**config.mk**
```make
export PLATFORM = sky130hd
export DESIGN_NAME = rv32is_ram
export DESIGN_NICKNAME = d
export VERILOG_FILES = /design/src/rtl/rv32is_ram.sv
export SDC_FILE = /design/constraint.sdc
export NUM_CORES = 1
export LEC_CHECK = 0
export BUFFER_PORTS_ARGS = -buffer_cell sky130_fd_sc_hd__buf_2
export CORE_MARGIN = 2
export CORE_UTILIZATION = 56
export CTS_CLUSTER_DIAMETER = 100
export DETAILED_ROUTE_END_ITERATION = 7
export PLACE_DENSITY = 0.75
export SLEW_MARGIN = 30
export SYNTH_ARGS = -nofsm -noshare
export SYNTH_HDL_FRONTEND = slang
export SYNTH_SLANG_ARGS = --single-unit
```
**constraint.sdc**
```tcl
create_clock -name clk -period 2.7 [get_ports clk]
set_clock_uncertainty 0.15 [all_clocks]
set_input_delay 0.27 -clock clk [delete_from_list [all_inputs] [get_ports clk]]
set_output_delay 0.27 -clock clk [all_outputs]
set_load 0.05 [all_outputs]
```
**src/rtl/rv32is_ram.sv**
```systemverilog
module rv32is_ram #(
	parameter int WIDTH = 32,
	parameter int DEPTH = 32
) (
	input  logic                     clk,
	input  logic                     we,
	input  logic [$clog2(DEPTH)-1:0] waddr,
	input  logic [WIDTH-1:0]         wdata,
	input  logic [$clog2(DEPTH)-1:0] raddr,
	output logic [WIDTH-1:0]         rdata
);

	logic [WIDTH-1:0] mem [DEPTH];

	always_ff @(posedge clk) begin
		if (we) begin
			mem[waddr] <= wdata;
		end
		rdata <= mem[raddr];
	end

endmodule

```
==> reports/metrics.cfg <==
[power_and_ir_drop]
power_frac_comb_pct=6.0
p_sw_share_pct=21.6
power.total_mw=34.0
irDropWorstVdd_uv=624
switchingPower_mw=7.32
total_leakage_power_nw=16.4
internal_power_mw=26.7
pwr-share-clk_pct=40.1
p_per_area_nw_per_um2=730
p_seq_share_pct=54.0

[grt]
overflow=0
antenna_found_initial=4
grt_pass1_wl_mm=140
grt_max_degree=61
grt_util_all_layers_pct=25.8
grt_pass1_vias=21804

[drt]
routed_wl_mm=96.0
ant_nets=0
num_vias=21666
drt_first_pass_iters=5
drc=0
drt_iter0_markers=2311
wl_per_cell_um=27.4
vias_per_cell=6.18

[sta]
worst_slew_pin_slew_ps=887
rsz0062_at_grt=false
maxSlewViolCount=0
post-route-min-period_ps=1910
hold_viol=0
finalSetupViolCount=0
slew_headroom_pct=40.6
min_period_over_period_pct=70.7
tns_ps=0
layout_setup_ws_ps=790
clock.fmax_mhz=524

[status]
status=finished, final reports clean

[logic_synthesis]
synthFlopType=edfxtp_1
synth_edf_count=1024
synthMostInstantiatedCell=edfxtp_1
yosys.area.top_type=edfxtp_1
synth_cell_types=25
synth_common_cells=edfxtp_1, mux2i_1, nand2_1, nand3_1
syn_avg_cell_area_um2=17.9
ys_seq_area_share_pct=77.5
synth_cells=2260
synth_fp_nets=2304
synth_area_um2=40500
ys_ff_latch=1056
async_flop_share_pct=0
yosysWarnings=0
synth.top_cell.area_share_pct=76.0
ys_top_cells_by_area=edfxtp_1, mux2i_1, a22oi_1

[cts]
cts_tree=built
clkSinkCount=1056
cts_setup_buffers=0
clk_pin_slew_ps=60
numCtsBuffers=100
cts_root_buffer=clkbuf_16
clockBufferDepth=3
cts_resized=0
clock_latency_ps=670
h-tree-depth=3

[critical_path]
r2r-start=mem[1][21]
crit_chain=buf_2
start_kind=flip-flop
path_buf_inv=1
path_class=reg2out
worstRegToRegCells=5
reg2reg_to=rdata[21]
crit_path_start=rdata[15]
cp_slowest_cell=dfxtp_1
path_max_fanout=1
reg2reg_slack_ps=890
worstSetupPathDepth=1
cp.arrival_ps=1490
endpoint=rdata[15]
crit_path_end_kind=output port
crit_required_ps=2280
cp_top_family=flip-flops
slowest_delay_ps=500

[placed_design]
dp_hpwl_mm=54.8
io_buffers=75
dp_cells=3290
pre_cts_slack_ps=195
gp_congestion=0.811

[run]
maxCapViolations=0

[finish]
post-route-util_pct=65.1
syn2layout_area_growth_pct=15.0
instances_no_fill=3505
finish.net_count=2516
fill_cells=4672
drive_gt1_share_pct=15.1

[die]
dieArea_um2=74500
die_x_um=273
start_util_pct=56.6
die_height_um=273
io_pins=76
core.rowCount=98
core_um2=71500

[min_path]
min_path_type=in2reg
whs_path_depth=1

-- sequential cells by signal, summed over array words and instances (netlist names) --
name,cells
mem,1024
rdata,32
-- worst min path at each step --
stage / start / slack, ps / endpoint
floorplan: wdata[0] / 220 / mem[0][0]
global placement: mem[16][13] / 430 / rdata[13]
detailed placement: mem[16][4] / 440 / rdata[4]
CTS: wdata[28] / 4 / mem[12][28]
global route: wdata[28] / 30 / mem[31][28]
finish: wdata[26] / 30 / mem[21][26]
-- cell families (layout without fill, tap and decap cells) --
kind of cell	after synthesis	in the layout	share of synthesized area [%]
AOI/OAI and AO/OA	288	288	4.85
buffers and inverters	127	420	1.86
DFF	1056	1056	77.5
muxes	512	512	12.7
other	0	2	0
and+or+nand+nor	277	277	3.10
-- per-layer routing --
layer  GRT usage, %  wire, um
met2           42.5     47000
met1           34.8     37800
met5              0        11
met3           4.22      7900
met4           9.80      3270
-- cell usage in the layout, fill, tap and decap left out, types with 5 or more instances in the layout --
| master | netlist | routed |
|---|---|---|
| nor2_4 | 0 | 33 |
| dfxtp_1 | 32 | 32 |
| dlygate4sd3_1 | 0 | 30 |
| mux2i_1 | 512 | 512 |
| clkbuf_16 | 0 | 101 |
| nand3_1 | 98 | 98 |
| clkbuf_1 | 46 | 29 |
| bufinv_16 | 0 | 7 |
| buf_2 | 26 | 74 |
| buf_4 | 33 | 95 |
| nand2_1 | 98 | 97 |
| a22o_1 | 64 | 64 |
| buf_12 | 0 | 37 |
| a22oi_1 | 96 | 96 |
| edfxtp_1 | 1024 | 1024 |
| nor3_1 | 32 | 32 |
| a31oi_1 | 32 | 32 |
| a21oi_1 | 96 | 96 |
| clkinv_1 | 0 | 18 |
| nand3b_1 | 5 | 5 |
| clkinv_2 | 0 | 11 |
| clkbuf_8 | 0 | 7 |
-- power groups by stage --
stage               logic (mW)  clock network [mW]  registers (mW)
floorplan                0.942                   0            18.9
global placement          1.92                   0            18.7
detailed placement        1.97                   0            18.7
CTS                       2.02                13.7            18.3
global route              2.14                14.4            18.3
finish                    2.03                13.6            18.3
-- repair_timing --
| item | 4_1_cts | 5_1_grt |
|---|---|---|
| endpoints found under the hold margin | 820 | 0 |
| setup endpoints to repair | 0 | 0 |
| hold buffers | 30 | 0 |
-- cell type report --
class | count | area (um2) | share of cell area [%]
tap | 950 | 1190 | 2.55
timing repair buffer | 237 | 2140 | 4.60
sequential | 1056 | 31400 | 67.4
clock inverter | 46 | 474 | 1.02
multi-input combinational | 1077 | 8610 | 18.5
antenna | 2 | 5.00 | 0.0108
clock buffer | 137 | 2730 | 5.87
-- per-stage QoR --
stage | hold slack [ps] | cell area, um2
2_1_floorplan | 219 | 40500
5_1_grt | 27.4 | 46500
4_1_cts | 3.97 | 46500
3_5_place_dp | 435 | 43000
3_3_place_gp | 428 | 43000
6_report | 27.2 | 46500
-- worst reg2reg max path, delay by kind of cell, from the launching register on --
family	cells	cell delay (ps)
AO/OA/AOI/OAI	2	660
flip-flops	1	360
AND/OR/NAND/NOR	2	260
multiplexers	1	170
No activity file was read; power rests on OpenSTA's default activity.
